**src/rtl/core/bdar_pkg.sv**
```systemverilog
// Shared types and constants for the button debounce and auto-repeat block.
// No dependencies; imported by every module of the block.
`default_nettype none

package bdar_pkg;

   localparam int BUTTON_COUNT_DEF = 6;
   localparam int TICK_WIDTH_DEF   = 32;
   localparam int MAX_EVENTS       = 6;
   localparam int CFG_W            = 16;
   localparam int BUTTON_W         = 3;
   localparam int CSR_INDEX_W      = 2;
   localparam int EVENT_CNT_W      = $clog2(MAX_EVENTS + 1);

   localparam logic [CFG_W-1:0] DEBOUNCE_RESET     = 16'd30;
   localparam logic [CFG_W-1:0] FIRST_REPEAT_RESET = 16'd400;
   localparam logic [CFG_W-1:0] REPEAT_RESET       = 16'd400;

   localparam logic OP_EDGE = 1'b0;
   localparam logic OP_SCAN = 1'b1;

   localparam logic KIND_SHORT  = 1'b0;
   localparam logic KIND_REPEAT = 1'b1;

   typedef enum logic [CSR_INDEX_W-1:0] {
      CSR_DEBOUNCE     = 2'd0,
      CSR_FIRST_REPEAT = 2'd1,
      CSR_REPEAT       = 2'd2
   } csr_index_type;

   typedef struct packed {
      logic [CFG_W-1:0] debounce_ticks;
      logic [CFG_W-1:0] first_repeat_ticks;
      logic [CFG_W-1:0] repeat_ticks;
   } cfg_type;

   typedef struct packed {
      logic valid;
      logic kind;
   } ev_type;

endpackage

`default_nettype wire

```
**src/rtl/core/bdar_lane.sv**
```systemverilog
// One button lane: debounce deadline, qualified level, hold and repeat timing.
// Depends on bdar_pkg for the configuration and event structs.
`default_nettype none

module bdar_lane #(
   parameter int TICK_WIDTH = bdar_pkg::TICK_WIDTH_DEF
) (
   input  logic                  clock,
   input  logic                  reset,
   input  logic                  edge_hit,
   input  logic                  scan,
   input  logic [TICK_WIDTH-1:0] now,
   input  logic                  level,
   input  bdar_pkg::cfg_type     cfg,
   output bdar_pkg::ev_type      ev
);
   import bdar_pkg::*;

   localparam int CMP_W = (TICK_WIDTH > CFG_W) ? TICK_WIDTH : CFG_W;

   logic                  pending_ff, pending_in;
   logic                  stable_ff, stable_in;
   logic                  held_ff, held_in;
   logic                  repeated_ff, repeated_in;
   logic [TICK_WIDTH-1:0] deadline_ff, deadline_in;
   logic [TICK_WIDTH-1:0] last_rep_ff, last_rep_in;

   logic [TICK_WIDTH-1:0] since_deadline;
   logic [TICK_WIDTH-1:0] elapsed;
   logic [CMP_W-1:0]      deadline_sum;
   logic [CFG_W-1:0]      due;
   logic                  fire, press, release_q, short_ev, rep_ev;
   logic                  held_after, repeated_after;

   always_comb begin
      since_deadline = now - deadline_ff;
      deadline_sum   = CMP_W'(now) + CMP_W'(cfg.debounce_ticks);

      // resample once the deadline is reached, wrap-safe
      fire      = scan && pending_ff && !since_deadline[TICK_WIDTH-1];
      press     = fire && (level != stable_ff) && !level && !held_ff;
      release_q = fire && (level != stable_ff) && level && held_ff;
      short_ev  = release_q && !repeated_ff;

      held_after     = press ? 1'b1 : (release_q ? 1'b0 : held_ff);
      repeated_after = (press || release_q) ? 1'b0 : repeated_ff;

      elapsed = now - last_rep_ff;
      due     = repeated_after ? cfg.repeat_ticks : cfg.first_repeat_ticks;
      rep_ev  = scan && held_after && !press && (CMP_W'(elapsed) >= CMP_W'(due));

      pending_in  = edge_hit ? 1'b1 : (fire ? 1'b0 : pending_ff);
      deadline_in = edge_hit ? deadline_sum[TICK_WIDTH-1:0] : deadline_ff;
      stable_in   = fire ? level : stable_ff;
      held_in     = held_after;
      repeated_in = rep_ev ? 1'b1 : repeated_after;
      last_rep_in = (press || rep_ev) ? now : last_rep_ff;

      ev.valid = short_ev || rep_ev;
      ev.kind  = rep_ev ? KIND_REPEAT : KIND_SHORT;
   end

   always_ff @(posedge clock) begin
      if (reset) begin
         pending_ff  <= 1'b0;
         stable_ff   <= 1'b1;
         held_ff     <= 1'b0;
         repeated_ff <= 1'b0;
      end else begin
         pending_ff  <= pending_in;
         stable_ff   <= stable_in;
         held_ff     <= held_in;
         repeated_ff <= repeated_in;
      end
   end

   always_ff @(posedge clock) begin
      deadline_ff <= deadline_in;
      last_rep_ff <= last_rep_in;
   end

endmodule

`default_nettype wire

```
**src/rtl/core/bdar_merge.sv**
```systemverilog
// Merge stage: collects the lane events of one scan and sends them out in
// button order through an output register, one beat per cycle while not stalled.
// Depends on bdar_pkg for the event struct and the event limit.
`default_nettype none

module bdar_merge #(
   parameter int BUTTON_COUNT = bdar_pkg::BUTTON_COUNT_DEF
) (
   input  logic                                     clock,
   input  logic                                     reset,
   input  logic                                     load,
   input  bdar_pkg::ev_type [BUTTON_COUNT-1:0]      lane_ev,
   input  logic                                     rsp_stall,
   output logic                                     rsp_valid,
   output logic [bdar_pkg::BUTTON_W-1:0]            rsp_event_button,
   output logic                                     rsp_kind,
   output logic                                     rsp_last,
   output logic                                     busy
);
   import bdar_pkg::*;

   logic [BUTTON_COUNT-1:0] mask_ff, mask_in;
   logic [BUTTON_COUNT-1:0] kind_ff, kind_in;
   logic [EVENT_CNT_W-1:0]  cnt_ff, cnt_in;
   logic                    rsp_valid_ff, rsp_valid_in;
   logic [BUTTON_W-1:0]     button_ff, button_in;
   logic                    kind_out_ff, kind_out_in;
   logic                    last_ff, last_in;

   logic [BUTTON_COUNT-1:0] lowest;
   logic [BUTTON_COUNT-1:0] rest;
   logic [BUTTON_W-1:0]     idx;
   logic                    is_last;

   always_comb begin
      lowest = mask_ff & (~mask_ff + BUTTON_COUNT'(1));
      rest   = mask_ff & ~lowest;
      idx    = '0;
      for (int i = 0; i < BUTTON_COUNT; i++) begin
         if (lowest[i]) begin
            idx = idx | BUTTON_W'(i);
         end
      end
      // cut the scan short once the event limit is reached
      is_last = (rest == '0) || (cnt_ff == EVENT_CNT_W'(MAX_EVENTS - 1));

      mask_in      = mask_ff;
      kind_in      = kind_ff;
      cnt_in       = cnt_ff;
      rsp_valid_in = rsp_valid_ff && rsp_stall;
      button_in    = button_ff;
      kind_out_in  = kind_out_ff;
      last_in      = last_ff;

      if (load) begin
         for (int i = 0; i < BUTTON_COUNT; i++) begin
            mask_in[i] = lane_ev[i].valid;
            kind_in[i] = lane_ev[i].kind;
         end
         cnt_in = '0;
      end else if ((mask_ff != '0) && (!rsp_valid_ff || !rsp_stall)) begin
         rsp_valid_in = 1'b1;
         button_in    = idx;
         kind_out_in  = |(lowest & kind_ff);
         last_in      = is_last;
         mask_in      = is_last ? '0 : rest;
         cnt_in       = cnt_ff + EVENT_CNT_W'(1);
      end
   end

   always_ff @(posedge clock) begin
      if (reset) begin
         mask_ff      <= '0;
         cnt_ff       <= '0;
         rsp_valid_ff <= 1'b0;
      end else begin
         mask_ff      <= mask_in;
         cnt_ff       <= cnt_in;
         rsp_valid_ff <= rsp_valid_in;
      end
   end

   always_ff @(posedge clock) begin
      kind_ff     <= kind_in;
      button_ff   <= button_in;
      kind_out_ff <= kind_out_in;
      last_ff     <= last_in;
   end

   assign rsp_valid        = rsp_valid_ff;
   assign rsp_event_button = button_ff;
   assign rsp_kind         = kind_out_ff;
   assign rsp_last         = last_ff;
   assign busy             = (mask_ff != '0) || rsp_valid_ff;

endmodule

`default_nettype wire

```
**src/rtl/core/button_debounce_auto_repeat.sv**
```systemverilog
// Button debounce and auto-repeat qualifier, top level: configuration
// registers, one lane per button, and the merge stage. Depends on bdar_pkg.
`default_nettype none

// An edge item (op 0) arms the debounce deadline of one button. A scan item
// (op 1) is evaluated by all button lanes in parallel in the cycle it is
// accepted; the merge stage then sends its events in button order, one beat
// per cycle while the output is not stalled, at most MAX_EVENTS per scan, the
// final one flagged by rsp_last. req_stall stays high until the last beat has
// left the output register, so no new item is taken before a scan is through.
// Timing compares are modulo 2^TICK_WIDTH. Configuration writes are taken at
// any time (csr_ready is always high) and should be made while no item is in
// flight.

module button_debounce_auto_repeat #(
   parameter int BUTTON_COUNT = bdar_pkg::BUTTON_COUNT_DEF,
   parameter int TICK_WIDTH   = bdar_pkg::TICK_WIDTH_DEF
) (
   input  logic                               clock,
   input  logic                               reset,
   input  logic                               req_valid,
   output logic                               req_stall,
   input  logic                               req_op,
   input  logic [bdar_pkg::BUTTON_W-1:0]      req_button,
   input  logic [TICK_WIDTH-1:0]              req_now,
   input  logic [BUTTON_COUNT-1:0]            req_levels,
   output logic                               rsp_valid,
   input  logic                               rsp_stall,
   output logic [bdar_pkg::BUTTON_W-1:0]      rsp_event_button,
   output logic                               rsp_kind,
   output logic                               rsp_last,
   input  logic                               csr_valid,
   output logic                               csr_ready,
   input  logic [bdar_pkg::CSR_INDEX_W-1:0]   csr_index,
   input  logic [bdar_pkg::CFG_W-1:0]         csr_data
);
   import bdar_pkg::*;

   cfg_type cfg_ff, cfg_in;
   logic    busy;
   logic    accept, scan;
   ev_type [BUTTON_COUNT-1:0] lane_ev;

   assign csr_ready = 1'b1;

   always_comb begin
      cfg_in = cfg_ff;
      if (csr_valid && csr_ready) begin
         unique case (csr_index_type'(csr_index))
            CSR_DEBOUNCE:     cfg_in.debounce_ticks     = csr_data;
            CSR_FIRST_REPEAT: cfg_in.first_repeat_ticks = csr_data;
            CSR_REPEAT:       cfg_in.repeat_ticks       = csr_data;
            default:          cfg_in = cfg_ff;
         endcase
      end
   end

   always_ff @(posedge clock) begin
      if (reset) begin
         cfg_ff.debounce_ticks     <= DEBOUNCE_RESET;
         cfg_ff.first_repeat_ticks <= FIRST_REPEAT_RESET;
         cfg_ff.repeat_ticks       <= REPEAT_RESET;
      end else begin
         cfg_ff <= cfg_in;
      end
   end

   // hold off new beats until the current scan has drained
   assign req_stall = busy;
   assign accept    = req_valid && !req_stall;
   assign scan      = accept && (req_op == OP_SCAN);

   for (genvar i = 0; i < BUTTON_COUNT; i++) begin : g_lane
      logic edge_hit;
      assign edge_hit = accept && (req_op == OP_EDGE) && (32'(req_button) == 32'(i));

      bdar_lane #(
         .TICK_WIDTH(TICK_WIDTH)
      ) u_lane (
         .clock    (clock),
         .reset    (reset),
         .edge_hit (edge_hit),
         .scan     (scan),
         .now      (req_now),
         .level    (req_levels[i]),
         .cfg      (cfg_ff),
         .ev       (lane_ev[i])
      );
   end

   bdar_merge #(
      .BUTTON_COUNT(BUTTON_COUNT)
   ) u_merge (
      .clock            (clock),
      .reset            (reset),
      .load             (scan),
      .lane_ev          (lane_ev),
      .rsp_stall        (rsp_stall),
      .rsp_valid        (rsp_valid),
      .rsp_event_button (rsp_event_button),
      .rsp_kind         (rsp_kind),
      .rsp_last         (rsp_last),
      .busy             (busy)
   );

endmodule

`default_nettype wire

```
**config.mk**
```make
export PLATFORM = sky130hd
export DESIGN_NAME = button_debounce_auto_repeat
export DESIGN_NICKNAME = d
export VERILOG_FILES = /design/src/rtl/core/bdar_pkg.sv /design/src/rtl/core/bdar_lane.sv /design/src/rtl/core/bdar_merge.sv /design/src/rtl/core/button_debounce_auto_repeat.sv
export SDC_FILE = /design/constraint.sdc
export NUM_CORES = 1
export LEC_CHECK = 0
export BUFFER_PORTS_ARGS = -buffer_cell sky130_fd_sc_hd__buf_4
export CAP_MARGIN = 20
export CORE_MARGIN = 8
export CORE_UTILIZATION = 48
export CTS_CLUSTER_DIAMETER = 40
export CTS_CLUSTER_SIZE = 16
export DETAILED_ROUTE_END_ITERATION = 10
export MAX_ROUTING_LAYER = met4
export PLACE_DENSITY = 0.63
export SETUP_SLACK_MARGIN = 0.3
export SLEW_MARGIN = 0
export SYNTH_ARGS = -nofsm -noshare
export SYNTH_HDL_FRONTEND = slang
export SYNTH_SLANG_ARGS = --single-unit
```
**constraint.sdc**
```tcl
create_clock -name clock -period 7.28 [get_ports clock]
set_input_delay 1.092 -clock clock [delete_from_list [all_inputs] [get_ports clock]]
set_output_delay 1.092 -clock clock [all_outputs]
set_load 0.05 [all_outputs]
```
## Word level (Yosys, flattened, before mapping)

Index checks and enable logic that the tools add are counted.

- Bits in registers: 477
- Bits in latches: 0
- RAM bits: 0
- Memory bits (read-only): 0
- Input port bits: 65
- Output and inout bits: 8
- Memories: 0

- $add $sub $neg: 15
- $mul: 0
- Divide/modulo/power cells: 0
- Magnitude comparators: 6
- Equality and inequality tests: 14
- Shifts and indexed selects: 0
- Multiplexer cells: 56
- Bitwise logic cells: 7
- Reductions and logical operators: 149

Operator list:

| cell | number |
|---|---|
| 32-bit subtractor | 12 |
| 32-bit by 16-bit >= comparator with 1-bit output | 6 |
| 16-bit 2-to-1 mux | 6 |
| 1-bit logical AND | 77 |
| 1-bit 2-to-1 mux | 45 |
| 1-bit zero test | 33 |
| 32-bit by 16-bit adder with 32-bit output | 1 |
| 1-bit logical OR | 21 |
| 6-bit AND | 3 |
| 6-bit 2-to-1 mux | 3 |
| 2-bit nonzero test | 7 |
| 6-bit NOT | 2 |
| 3-bit == test (second input constant) | 3 |
| 2-bit AND reduction | 4 |
| 6-bit by 1-bit adder with 6-bit output (second input constant) | 1 |
| 3-bit by 2-bit == test with 1-bit output (second input constant) | 2 |
| 6-bit zero test | 1 |
| 1-bit inequality test | 6 |
| 6-bit nonzero test | 1 |
| 6-bit OR reduction | 1 |
| 2-bit 2-to-1 mux | 2 |
| 2-bit OR reduction | 2 |
| 3-bit by 1-bit adder with 3-bit output (second input constant) | 1 |
| 3-bit by 1-bit == test with 1-bit output (second input constant) | 1 |
| 5 further kinds | 6 |

## Longest topological paths before layout

Gate-level depths: netlist of the first run.

- Word-level depth: 17
- Depth in mapped cells: 26
- Gate-level depth less buffers: 25

## Modules after synthesis

Synthesis of the first run repeated with hierarchy kept, for this count alone.

- Cell total of the unflattened synthesis: 4612
- Area, all modules: 42156.7 um^2

By module, submodules not included:

| module | instances | cells each | area each (um^2) |
|---|---|---|---|
| bdar_lane (g_lane[0].u_lane ...) | 4 | 708 | 6432.4 |
| bdar_lane (g_lane[5].u_lane) | 1 | 767 | 6870.3 |
| bdar_lane (g_lane[1].u_lane) | 1 | 719 | 6491.2 |
| button_debounce_auto_repeat | 1 | 194 | 2034.5 |
| bdar_merge | 1 | 100 | 1031.0 |

## Least setup slack after synthesis of the first run

No wires, ideal clock.

- Kind: input to register
- From: in req_now[20]
- To: reg g_lane[4].u_lane.last_rep_ff[0], enable pin
- Arrival: 6650 ps
- Slack: -28 ps
- Stages on the path: 24
- Path buffers: 1
- Path through: ha_1 a21o_1 a21oi_1 nor2b_1 a2111oi_0 o21ai_0 a31oi_1 o31ai_1 xnor2_1 nand3_1 o21ai_2 buf_4 mux2i_1 ha_1 a21o_1 a211oi_1 o2111ai_1 a2111o_1 a2111oi_0 nand3_1 nor4_1 nand4b_1 o21ai_2 o21ai_0

- Longest elaborated chain between the ends: 12
- Elaborated cells between the ends (all ways): 20

RTL lines:

| item | RTL line | text |
|---|---|---|
| start: declaration | button_debounce_auto_repeat.sv:25 | `input logic [TICK_WIDTH-1:0] req_now,` |
| 32-bit subtractor | bdar_lane.sv:36 | `since_deadline = now - deadline_ff;` |
| 1-bit zero test | bdar_lane.sv:40 | `fire = scan && pending_ff && !since_deadline[TICK_WIDTH-1];` |
| 1-bit logical AND | bdar_lane.sv:40 |  |
| 1-bit logical AND | bdar_lane.sv:41, bdar_lane.sv:42 |  |
| 1-bit logical AND, on equally long branches (2 in series) | bdar_lane.sv:41, bdar_lane.sv:42 |  |
| 1-bit logical OR or 1-bit 2-to-1 mux (tied branches) | bdar_lane.sv:46, bdar_lane.sv:45 |  |
| 1-bit 2-to-1 mux, on equally long branches | bdar_lane.sv:46, bdar_lane.sv:45 |  |
| 16-bit 2-to-1 mux or 1-bit logical AND (tied branches) | bdar_lane.sv:49, bdar_lane.sv:50 |  |
| 32-bit by 16-bit >= comparator with 1-bit output or 1-bit logical AND (tied branches) | bdar_lane.sv:50 | `rep_ev = scan && held_after && !press && (CMP_W'(elapsed) >= CMP_W'(due));` |
| 1-bit logical AND | bdar_lane.sv:50 |  |
| 1-bit logical OR (*) | bdar_lane.sv:57 | `last_rep_in = (press \|\| rep_ev) ? now : last_rep_ff;` |
| end signal: assignment | bdar_lane.sv:79 | `last_rep_ff <= last_rep_in;` |
| end: declaration | bdar_lane.sv:26 | `logic [TICK_WIDTH-1:0] last_rep_ff, last_rep_in;` |

Every way passes the cells marked *; elsewhere a longest branch is shown, timed or not.
A chain may end at the register's enable or synchronous reset.

## Worst setup path in the final report of the first run

- From: in req_now[21]
- To: reg g_lane[5].u_lane.last_rep_ff[10], enable pin

- Longest elaborated chain between the ends: 12
- Elaborated cells between the ends (all ways): 20

RTL lines:

| item | RTL line |
|---|---|
| 32-bit subtractor | bdar_lane.sv:36 |
| 1-bit zero test | bdar_lane.sv:40 |
| 1-bit logical AND | bdar_lane.sv:40 |
| 1-bit logical AND | bdar_lane.sv:41, bdar_lane.sv:42 |
| 1-bit logical AND, on equally long branches (2 in series) | bdar_lane.sv:41, bdar_lane.sv:42 |
| 1-bit logical OR or 1-bit 2-to-1 mux (tied branches) | bdar_lane.sv:46, bdar_lane.sv:45 |
| 1-bit 2-to-1 mux, on equally long branches | bdar_lane.sv:46, bdar_lane.sv:45 |
| 16-bit 2-to-1 mux or 1-bit logical AND (tied branches) | bdar_lane.sv:49, bdar_lane.sv:50 |
| 32-bit by 16-bit >= comparator with 1-bit output or 1-bit logical AND (tied branches) | bdar_lane.sv:50 |
| 1-bit logical AND | bdar_lane.sv:50 |
| 1-bit logical OR (*) | bdar_lane.sv:57 |
| end signal: assignment | bdar_lane.sv:79 |
| end: declaration | bdar_lane.sv:26 |

Marks and branches as above.

==> results of run 1 <==
## routing by layer
metal | up-vias | GRT usage | routed length, um
met5 | - | - | 0
met4 | 0 | 0.08917 | 3703
met3 | 189 | 0.03564 | 6436
met2 | 913 | 0.4243 | 49780
met1 | 13920 | 0.3468 | 48550
li1 | 14070 | - | -
## registers in the layout, indices dropped and copies added, names as in the netlist, 3 cells and up
name                       cells
cfg_ff                        48
g_lane.u_lane.deadline_ff    192
g_lane.u_lane.held_ff          6
g_lane.u_lane.last_rep_ff    192
g_lane.u_lane.pending_ff       6
g_lane.u_lane.repeated_ff      6
g_lane.u_lane.stable_ff        6
u_merge.cnt_ff                 3
u_merge.kind_ff                6
u_merge.mask_ff                6
u_merge.rsp_event_button       3
## worst max path at each step
stage	start	slack (ps)	depth (start not counted)	end
2_1_floorplan	req_now[16]	320	23	g_lane[0].u_lane.last_rep_ff[0]
3_3_place_gp	req_now[1]	-130	26	g_lane[0].u_lane.last_rep_ff[0]
3_5_place_dp	req_now[11]	-320	27	g_lane[1].u_lane.last_rep_ff[1]
4_1_cts	req_now[11]	350	27	g_lane[1].u_lane.last_rep_ff[30]
5_1_grt	req_now[5]	280	26	g_lane[1].u_lane.last_rep_ff[30]
6_report	req_now[21]	620	25	g_lane[5].u_lane.last_rep_ff[10]
## worst max-delay path, stage by stage
cell and delay, ps:
sky130_fd_sc_hd__buf_4 160, sky130_fd_sc_hd__buf_4 150, sky130_fd_sc_hd__buf_4 180, sky130_fd_sc_hd__ha_1 360, sky130_fd_sc_hd__a21oi_1 200, sky130_fd_sc_hd__a21boi_0 110
sky130_fd_sc_hd__a2111oi_0 370, sky130_fd_sc_hd__o221ai_1 220, sky130_fd_sc_hd__xnor2_1 260, sky130_fd_sc_hd__nand3_1 180, sky130_fd_sc_hd__o21ai_4 270, sky130_fd_sc_hd__buf_4 200
sky130_fd_sc_hd__mux2i_1 210, sky130_fd_sc_hd__ha_1 270, sky130_fd_sc_hd__a21o_1 160, sky130_fd_sc_hd__a31oi_1 130, sky130_fd_sc_hd__o21ai_0 100, sky130_fd_sc_hd__a2111oi_0 440
sky130_fd_sc_hd__buf_4 190, sky130_fd_sc_hd__o22a_1 140, sky130_fd_sc_hd__o2111ai_1 100, sky130_fd_sc_hd__or4_1 510, sky130_fd_sc_hd__nor4_1 370, sky130_fd_sc_hd__a41o_1 280
sky130_fd_sc_hd__a21oi_4 260
## repair_timing
action                     CTS  global route
hold buffers                 0             0
gates resized for setup      0             8
hold endpoints to repair     0             0
setup endpoints to repair    0           111
buffers inserted             0             1
## cell families (layout without fill, tap and decap cells)
kind of cell | count (synthesis) | in the layout | share of synthesized area
other | 1 | 2 | 0.0001065
AOI/OAI and AO/OA | 1011 | 1011 | 0.1819
xor gates and xnor gates | 178 | 178 | 0.04428
DFF | 477 | 477 | 0.3836
adders and majority gates | 487 | 487 | 0.1746
buffers and inverters | 512 | 809 | 0.05562
and+or+nand+nor | 937 | 937 | 0.1291
muxes | 107 | 107 | 0.03078
## power by group through the flow
stage / combinational, W / sequential, W / clock [W]
2_1_floorplan: 0.000802 / 0.00312 / 0
3_3_place_gp: 0.00130 / 0.00313 / 0
3_5_place_dp: 0.00131 / 0.00313 / 0
4_1_cts: 0.00132 / 0.00308 / 0.00447
5_1_grt: 0.00146 / 0.00308 / 0.00459
6_report: 0.00133 / 0.00308 / 0.00441
## stage by stage
step	power, W	instances	utilization	hold slack [ps]	cell area [um2]
floorplan	0.003921	3710	-	440.0	35200
global placement	0.004431	4796	0.5189	452.1	37800
detailed placement	0.004433	4796	0.5189	458.0	37800
CTS	0.008864	4965	0.5634	464.8	41040
global route	0.009131	4966	0.5641	480.7	41090
finish	0.008813	4967	0.5641	464.4	41090
## layout by cell type (no fill, tap or decap), types with 97 or more instances in the layout
cell | Yosys | routed
sky130_fd_sc_hd__mux2i_1 | 97 | 97
sky130_fd_sc_hd__nor2_1 | 196 | 195
sky130_fd_sc_hd__o21ai_0 | 196 | 192
sky130_fd_sc_hd__xnor2_1 | 104 | 103
sky130_fd_sc_hd__nand2_1 | 310 | 310
sky130_fd_sc_hd__inv_1 | 436 | 436
sky130_fd_sc_hd__buf_4 | 6 | 194
sky130_fd_sc_hd__a21o_1 | 117 | 117
sky130_fd_sc_hd__a21oi_1 | 366 | 364
sky130_fd_sc_hd__edfxtp_1 | 395 | 395
sky130_fd_sc_hd__ha_1 | 480 | 480
## final cells by class
type / count / area (um2)
fill: 6528 / 31750
multi-input combinational: 2721 / 19860
sequential: 477 / 13500
clock buffer: 108 / 2382
timing repair buffer: 204 / 1648
inverter: 436 / 1637
tap: 959 / 1200
clock inverter: 61 / 858.3
antenna: 1 / 2.502
==> impl_results.html, run 1 <==
<table>
<tr><th>Metric</th><th>Value</th></tr>
<tr><th colspan="2">Routing</th></tr>
<tr><td>Via count normalized by instance count</td><td>5.856</td></tr>
<tr><td>Remaining antenna violation count after routing</td><td>0</td></tr>
<tr><td>Final wirelength</td><td>about 110000 um</td></tr>
<tr><td>Vias</td><td>approximately 29000</td></tr>
<tr><td>Wirelength per Cell</td><td>about 22 um</td></tr>
<tr><td>DRC violations left</td><td>0</td></tr>
<tr><td>DRC violation total after the first TritonRoute iteration</td><td>about 2100</td></tr>
<tr><td>Detailed Routing Iterations Pass 1</td><td>6</td></tr>
<tr><th colspan="2">Power and ir drop</th></tr>
<tr><td>Internal power contribution</td><td>roughly 0.0064 W</td></tr>
<tr><td>Sw Share</td><td>0.2741</td></tr>
<tr><td>Fraction of power consumed by the clock network</td><td>0.500</td></tr>
<tr><td>Leakage</td><td>18.25 nW</td></tr>
<tr><td>Logic gate share of total power</td><td>0.151</td></tr>
<tr><td>Part of the total power dissipated in sequential elements</td><td>0.349</td></tr>
<tr><td>Power Dens Cells</td><td>roughly 210 mW/mm2</td></tr>
<tr><td>P_sw</td><td>between 0.002 and 0.0025 W</td></tr>
<tr><td>Maximum vdd drop</td><td>about 0.00019 V</td></tr>
<tr><th colspan="2">Critical path</th></tr>
<tr><td>Critical path data required time</td><td>around 7600 ps</td></tr>
<tr><td>Worst setup slack for register-to-register paths</td><td>~900 ps</td></tr>
<tr><td>Critical path launch point type</td><td>primary input</td></tr>
<tr><td>FF-to-FF End</td><td>g_lane[1].u_lane.last_rep_ff[12]</td></tr>
<tr><td>Worst R2R Start</td><td>g_lane[1].u_lane.deadline_ff[6]</td></tr>
<tr><td>Largest driver fanout on the critical path</td><td>32</td></tr>
<tr><td>Arrival time at the worst endpoint</td><td>6960 ps</td></tr>
<tr><td>CP endpoint kind</td><td>flip-flop</td></tr>
<tr><td>Cell count of the worst reg-to-reg path</td><td>26</td></tr>
<tr><td>Classification of the worst setup path</td><td>in2reg</td></tr>
<tr><th colspan="2">STA</th></tr>
<tr><td>Minimum setup slack in the final design</td><td>~620 ps</td></tr>
<tr><td>Max Transition Viols Final</td><td>0</td></tr>
<tr><td>Pin slew with the least headroom to its limit</td><td>approximately 1100 ps</td></tr>
<tr><td>Skew final</td><td>approximately 29 ps</td></tr>
<tr><td>Final count of negative-setup-slack endpoints</td><td>0</td></tr>
<tr><td>Top achievable clock speed</td><td>around 0.15 GHz</td></tr>
<tr><td>RSZ-0062 raised after global routing</td><td>no</td></tr>
<tr><td>Post-route fraction of the period consumed by the critical path</td><td>0.9149</td></tr>
<tr><td>Slew HR</td><td>0.2703</td></tr>
<tr><td>Fin crit period</td><td>around 6700 ps</td></tr>
<tr><td>Final hold vios</td><td>0</td></tr>
<tr><td>Setup TNS Final</td><td>0 ps</td></tr>
<tr><th colspan="2">Min path</th></tr>
<tr><td>Endpoint with the worst hold slack</td><td>cfg_ff[43]</td></tr>
<tr><td>Beginning of the worst hold path</td><td>cfg_ff[43]</td></tr>
<tr><td>Kind of path behind the tightest hold check</td><td>reg2reg</td></tr>
<tr><td>Worst Hold Path Cells</td><td>2</td></tr>
<tr><th colspan="2">Clocking</th></tr>
<tr><td>Root buffer cell</td><td>sky130_fd_sc_hd__clkbuf_16</td></tr>
<tr><td>Clock edge transition at the registers on the reported setup and hold paths</td><td>around 50 ps</td></tr>
<tr><td>Sinks on Clock Net</td><td>around 480</td></tr>
<tr><td>H-Tree Depth</td><td>3</td></tr>
<tr><td>TritonCTS clock tree</td><td>yes</td></tr>
<tr><td>Bufs on Longest Clock Path</td><td>3</td></tr>
<tr><td>Clock insertion delay at the later pin of the skew report</td><td>650 ps</td></tr>
<tr><td>Number of buffers created by CTS</td><td>between 90 and 100</td></tr>
<tr><th colspan="2">Global routing</th></tr>
<tr><td>First-pass GRT wire length</td><td>about 170000 um</td></tr>
<tr><td>Via count of the first global-routing pass</td><td>28350</td></tr>
<tr><td>Global-route total usage across every layer</td><td>0.2653</td></tr>
<tr><td>Largest net degree at the start of global routing</td><td>42</td></tr>
<tr><td>Total overflow reported by the global router</td><td>0</td></tr>
<tr><td>Number of antenna violations at the first check in global routing</td><td>2</td></tr>
<tr><th colspan="2">Floorplanning</th></tr>
<tr><td>Width of the chip</td><td>between 200 and 300 um</td></tr>
<tr><td>Top-Level Pins</td><td>73</td></tr>
<tr><td>Initial standard-cell utilization of the core</td><td>0.4833</td></tr>
<tr><td>Die area</td><td>0.08226 mm2</td></tr>
<tr><td>Overall die height</td><td>286.8 um</td></tr>
<tr><td>Core area</td><td>~0.073 mm2</td></tr>
<tr><td>Row count</td><td>99</td></tr>
<tr><th colspan="2">Logic synthesis</th></tr>
<tr><td>Fraction of the yosys area taken by sequential cells</td><td>0.3836</td></tr>
<tr><td>Count of flip-flops with a built-in enable after synthesis</td><td>roughly 400</td></tr>
<tr><td>Async set-or-reset flop fraction in the synthesized netlist</td><td>0</td></tr>
<tr><td>Count of state elements after synthesis</td><td>approximately 480</td></tr>
<tr><td>Largest area contributor in the synthesized netlist</td><td>sky130_fd_sc_hd__edfxtp_1</td></tr>
<tr><td>Avg Synthesized Cell Area</td><td>around 9.5 um2</td></tr>
<tr><td>Cell area after technology mapping</td><td>around 0.035 mm2</td></tr>
<tr><td>Synth Instances</td><td>~3700</td></tr>
<tr><td>Post-Syn Nets</td><td>4262</td></tr>
<tr><td>Main area contributors after synthesis</td><td>sky130_fd_sc_hd__edfxtp_1, sky130_fd_sc_hd__ha_1, sky130_fd_sc_hd__a21oi_1</td></tr>
<tr><td>Leading cell types by count after synthesis</td><td>sky130_fd_sc_hd__ha_1, sky130_fd_sc_hd__inv_1, sky130_fd_sc_hd__edfxtp_1</td></tr>
<tr><td>Library cell with the highest instance count after synthesis</td><td>sky130_fd_sc_hd__ha_1</td></tr>
<tr><td>Share of the synthesized area in the top cell type</td><td>0.3369</td></tr>
<tr><td>Synth Flop Type</td><td>sky130_fd_sc_hd__edfxtp_1</td></tr>
<tr><td>Number of library cell types mapped by synthesis</td><td>86</td></tr>
<tr><td>Yosys warning total</td><td>0</td></tr>
<tr><th colspan="2">Outcome</th></tr>
<tr><td>Status</td><td>finished, final reports clean</td></tr>
<tr><th colspan="2">Placed design</th></tr>
<tr><td>Placed wire-length estimate after detailed placement</td><td>approximately 83000 um</td></tr>
<tr><td>Routability Congestion</td><td>about 0.96</td></tr>
<tr><td>Worst setup slack before clock tree synthesis</td><td>-316.4 ps</td></tr>
<tr><td>Port Buffers</td><td>between 70 and 80</td></tr>
<tr><th colspan="2">Final layout</th></tr>
<tr><td>Layout cells sized above 1</td><td>0.1026</td></tr>
<tr><td>Final net count</td><td>between 4000 and 5000</td></tr>
<tr><td>P&amp;R area growth vs syn</td><td>16.72%</td></tr>
<tr><th colspan="2">Run</th></tr>
<tr><td>Max Cap Violations</td><td>0</td></tr>
</table>
(Power assumes the default switching activity.)
==> run 2: changes to the inputs <==
- CELL_PAD_IN_SITES_DETAIL_PLACEMENT: not set -> 1
- CELL_PAD_IN_SITES_GLOBAL_PLACEMENT: not set -> 1
- CORE_UTILIZATION: 48 -> 46
- PLACE_DENSITY: 0.63 -> 0.75
==> run 2 against run 1 <==
Hold slack gained 12 ps; clock power hardly changed; largest power group unchanged; sequential share of layout area grew 0.085 points; die area up 4.1%; non-clock buffer count shrank 24; largest cell class unchanged; global-route usage grew 2.3 points.
==> impl_results.html, run 2 (synthesis gave the netlist of run 1 again) <==
<table>
<tr><th>Metric</th><th>Value</th></tr>
<tr><th colspan="2">Outcome</th></tr>
<tr><td>Status</td><td>finished, final reports clean</td></tr>
<tr><th colspan="2">Critical path</th></tr>
<tr><td>Worst setup slack for register-to-register paths</td><td>between 700 and 800 ps</td></tr>
<tr><td>CP endpoint kind</td><td>flip-flop</td></tr>
<tr><td>Critical path data required time</td><td>roughly 7700 ps</td></tr>
<tr><td>Critical path launch point type</td><td>primary input</td></tr>
<tr><td>FF-to-FF End</td><td>g_lane[0].u_lane.last_rep_ff[28]</td></tr>
<tr><td>Cell count of the worst reg-to-reg path</td><td>26</td></tr>
<tr><td>Worst R2R Start</td><td>g_lane[0].u_lane.deadline_ff[1]</td></tr>
<tr><td>Largest driver fanout on the critical path</td><td>20</td></tr>
<tr><td>Classification of the worst setup path</td><td>in2reg</td></tr>
<tr><td>Arrival time at the worst endpoint</td><td>between 7000 and 8000 ps</td></tr>
<tr><th colspan="2">Clocking</th></tr>
<tr><td>Bufs on Longest Clock Path</td><td>3</td></tr>
<tr><td>Clock edge transition at the registers on the reported setup and hold paths</td><td>around 60 ps</td></tr>
<tr><td>TritonCTS clock tree</td><td>yes</td></tr>
<tr><td>H-Tree Depth</td><td>3</td></tr>
<tr><td>Sinks on Clock Net</td><td>approximately 480</td></tr>
<tr><td>Number of buffers created by CTS</td><td>96</td></tr>
<tr><td>Clock insertion delay at the later pin of the skew report</td><td>660 ps</td></tr>
<tr><td>Root buffer cell</td><td>sky130_fd_sc_hd__clkbuf_16</td></tr>
<tr><th colspan="2">Routing</th></tr>
<tr><td>Vias</td><td>29860</td></tr>
<tr><td>Via count normalized by instance count</td><td>between 6 and 7</td></tr>
<tr><td>Final wirelength</td><td>around 120000 um</td></tr>
<tr><td>DRC violation total after the first TritonRoute iteration</td><td>~1900</td></tr>
<tr><td>Detailed Routing Iterations Pass 1</td><td>5</td></tr>
<tr><td>DRC violations left</td><td>0</td></tr>
<tr><td>Remaining antenna violation count after routing</td><td>0</td></tr>
<tr><td>Wirelength per Cell</td><td>roughly 25 um</td></tr>
<tr><th colspan="2">Final layout</th></tr>
<tr><td>Registers with the highest flip-flop counts</td><td>g_lane.u_lane.deadline_ff x192, g_lane.u_lane.last_rep_ff x192, cfg_ff x48</td></tr>
<tr><td>Layout cells sized above 1</td><td>0.1009</td></tr>
<tr><td>Commonest non-fill, non-tap cells in the layout</td><td>sky130_fd_sc_hd__ha_1, sky130_fd_sc_hd__inv_1, sky130_fd_sc_hd__edfxtp_1</td></tr>
<tr><td>Final net count</td><td>between 4000 and 5000</td></tr>
<tr><td>Final Instance Area</td><td>just over 0.04 mm2</td></tr>
<tr><td>P&amp;R area growth vs syn</td><td>16.42%</td></tr>
<tr><td>Commonest non-fill, non-tap cell in the layout</td><td>sky130_fd_sc_hd__ha_1</td></tr>
<tr><th colspan="2">Min path</th></tr>
<tr><td>Kind of path behind the tightest hold check</td><td>reg2reg</td></tr>
<tr><td>Worst Hold Path Cells</td><td>2</td></tr>
<tr><td>Beginning of the worst hold path</td><td>cfg_ff[32]</td></tr>
<tr><td>Endpoint with the worst hold slack</td><td>cfg_ff[32]</td></tr>
<tr><th colspan="2">Power and ir drop</th></tr>
<tr><td>Maximum vdd drop</td><td>between 0.0002 and 0.00025 V</td></tr>
<tr><td>Leakage</td><td>18.18 nW</td></tr>
<tr><td>Power Dens Cells</td><td>215.4 mW/mm2</td></tr>
<tr><td>Overall power consumption</td><td>~0.009 W</td></tr>
<tr><th colspan="2">Global routing</th></tr>
<tr><td>Global-route total usage across every layer</td><td>0.2879</td></tr>
<tr><td>First-pass GRT wire length</td><td>about 190000 um</td></tr>
<tr><td>Total overflow reported by the global router</td><td>0</td></tr>
<tr><td>Via count of the first global-routing pass</td><td>about 31000</td></tr>
<tr><td>Number of antenna violations at the first check in global routing</td><td>7</td></tr>
<tr><td>Largest net degree at the start of global routing</td><td>73</td></tr>
<tr><th colspan="2">Floorplanning</th></tr>
<tr><td>Die area</td><td>0.08564 mm2</td></tr>
<tr><td>Overall die height</td><td>slightly below 300 um</td></tr>
<tr><td>Width of the chip</td><td>292.6 um</td></tr>
<tr><td>Top-Level Pins</td><td>between 70 and 80</td></tr>
<tr><td>Core area</td><td>0.07582 mm2</td></tr>
<tr><td>Row count</td><td>just over 100</td></tr>
<tr><td>Initial standard-cell utilization of the core</td><td>0.4643</td></tr>
<tr><th colspan="2">STA</th></tr>
<tr><td>Top achievable clock speed</td><td>0.1487 GHz</td></tr>
<tr><td>Post-route fraction of the period consumed by the critical path</td><td>0.9241</td></tr>
<tr><td>Fin crit period</td><td>about 6700 ps</td></tr>
<tr><td>RSZ-0062 raised after global routing</td><td>no</td></tr>
<tr><td>Worst hold slack</td><td>around 480 ps</td></tr>
<tr><td>Final count of negative-setup-slack endpoints</td><td>0</td></tr>
<tr><td>Max Transition Viols Final</td><td>0</td></tr>
<tr><td>Pin slew with the least headroom to its limit</td><td>around 1100 ps</td></tr>
<tr><td>Skew final</td><td>between 50 and 60 ps</td></tr>
<tr><td>Final hold vios</td><td>0</td></tr>
<tr><td>Slew HR</td><td>0.2818</td></tr>
<tr><th colspan="2">Placed design</th></tr>
<tr><td>Port Buffers</td><td>71</td></tr>
<tr><td>Placed wire-length estimate after detailed placement</td><td>roughly 90000 um</td></tr>
<tr><td>Routability Congestion</td><td>~0.96</td></tr>
<tr><td>Placed instance area</td><td>approximately 0.038 mm2</td></tr>
<tr><th colspan="2">Run</th></tr>
<tr><td>Max Cap Violations</td><td>0</td></tr>
</table>
## run 2: metrics by stage
step,worst slack [ps],util,cells,setup TNS (ps)
floorplan,323.1,-,3710,0
global placement,97.99,0.4968,4791,0
global route,237.2,0.5405,4974,0
finish,552.9,0.5405,4974,0
detailed placement,-107.6,0.4971,4792,-4914
CTS,528.5,0.5403,4972,0
## run 2: area by class of cell
type	count	area, um2
Clock buffer	114	2574
Tap cell	978	1224
Fill cell	8561	34840
Multi-Input combinational cell	2721	19830
Clock inverter	66	699.4
Antenna cell	2	5.005
Sequential cell	477	13500
Inverter	436	1637
Timing Repair Buffer	180	1509
## run 2: how the worst max path moves through the flow
stage,start,end,slack [ps],cells after the start
final,req_now[1],g_lane[0].u_lane.last_rep_ff[28],550,26
after global routing,req_now[16],g_lane[1].u_lane.last_rep_ff[1],240,26
after CTS,req_now[1],g_lane[0].u_lane.last_rep_ff[28],530,26
after detailed placement,req_now[16],g_lane[1].u_lane.last_rep_ff[8],-110,27
after global placement,req_now[12],g_lane[5].u_lane.last_rep_ff[25],100,25
after floorplan,req_now[16],g_lane[0].u_lane.last_rep_ff[0],320,23
## run 2: critical path, cell delays in order
cell	delay, ps
sky130_fd_sc_hd__buf_4	150
sky130_fd_sc_hd__ha_1	300
sky130_fd_sc_hd__a21o_1	170
sky130_fd_sc_hd__a21oi_1	210
sky130_fd_sc_hd__o21ai_0	200
sky130_fd_sc_hd__a31oi_1	650
sky130_fd_sc_hd__o21ai_1	330
sky130_fd_sc_hd__xnor2_1	250
sky130_fd_sc_hd__nand3_1	200
sky130_fd_sc_hd__o21ai_2	180
sky130_fd_sc_hd__buf_4	170
sky130_fd_sc_hd__mux2_2	340
sky130_fd_sc_hd__ha_1	260
sky130_fd_sc_hd__nand2b_1	140
sky130_fd_sc_hd__a21o_1	180
sky130_fd_sc_hd__a21oi_1	130
sky130_fd_sc_hd__o21ai_0	110
sky130_fd_sc_hd__a211oi_1	260
sky130_fd_sc_hd__o21bai_1	190
sky130_fd_sc_hd__a41oi_1	270
sky130_fd_sc_hd__buf_4	150
sky130_fd_sc_hd__o211ai_1	90
sky130_fd_sc_hd__or4_1	600
sky130_fd_sc_hd__nand4_1	190
sky130_fd_sc_hd__o21ai_4	110
sky130_fd_sc_hd__buf_12	170
## run 2: what timing repair did
item,CTS,global route
setup buffers,0,0
endpoints found under the setup margin,0,66
hold buffers,0,0
resized for setup,0,4
## run 2: where the power goes
| group | switching, W | leakage (nW) | internal [W] | total [W] |
|---|---|---|---|---|
| Sequential | 0.0000535 | 4.23 | 0.00304 | 0.00309 |
| Clock | 0.00164 | 1.58 | 0.00276 | 0.00439 |
| Combinational | 0.000857 | 12.4 | 0.000489 | 0.00135 |
| Total | 0.00255 | 18.2 | 0.00628 | 0.00883 |
## run 2: metal layers
metal	vias up	global-route usage	routed length [um]
met5	-	-	0
met4	0	0.1088	4657
met3	242	0.03619	6274
met2	797	0.4816	58490
met1	14800	0.3555	52990
li1	14020	-	-
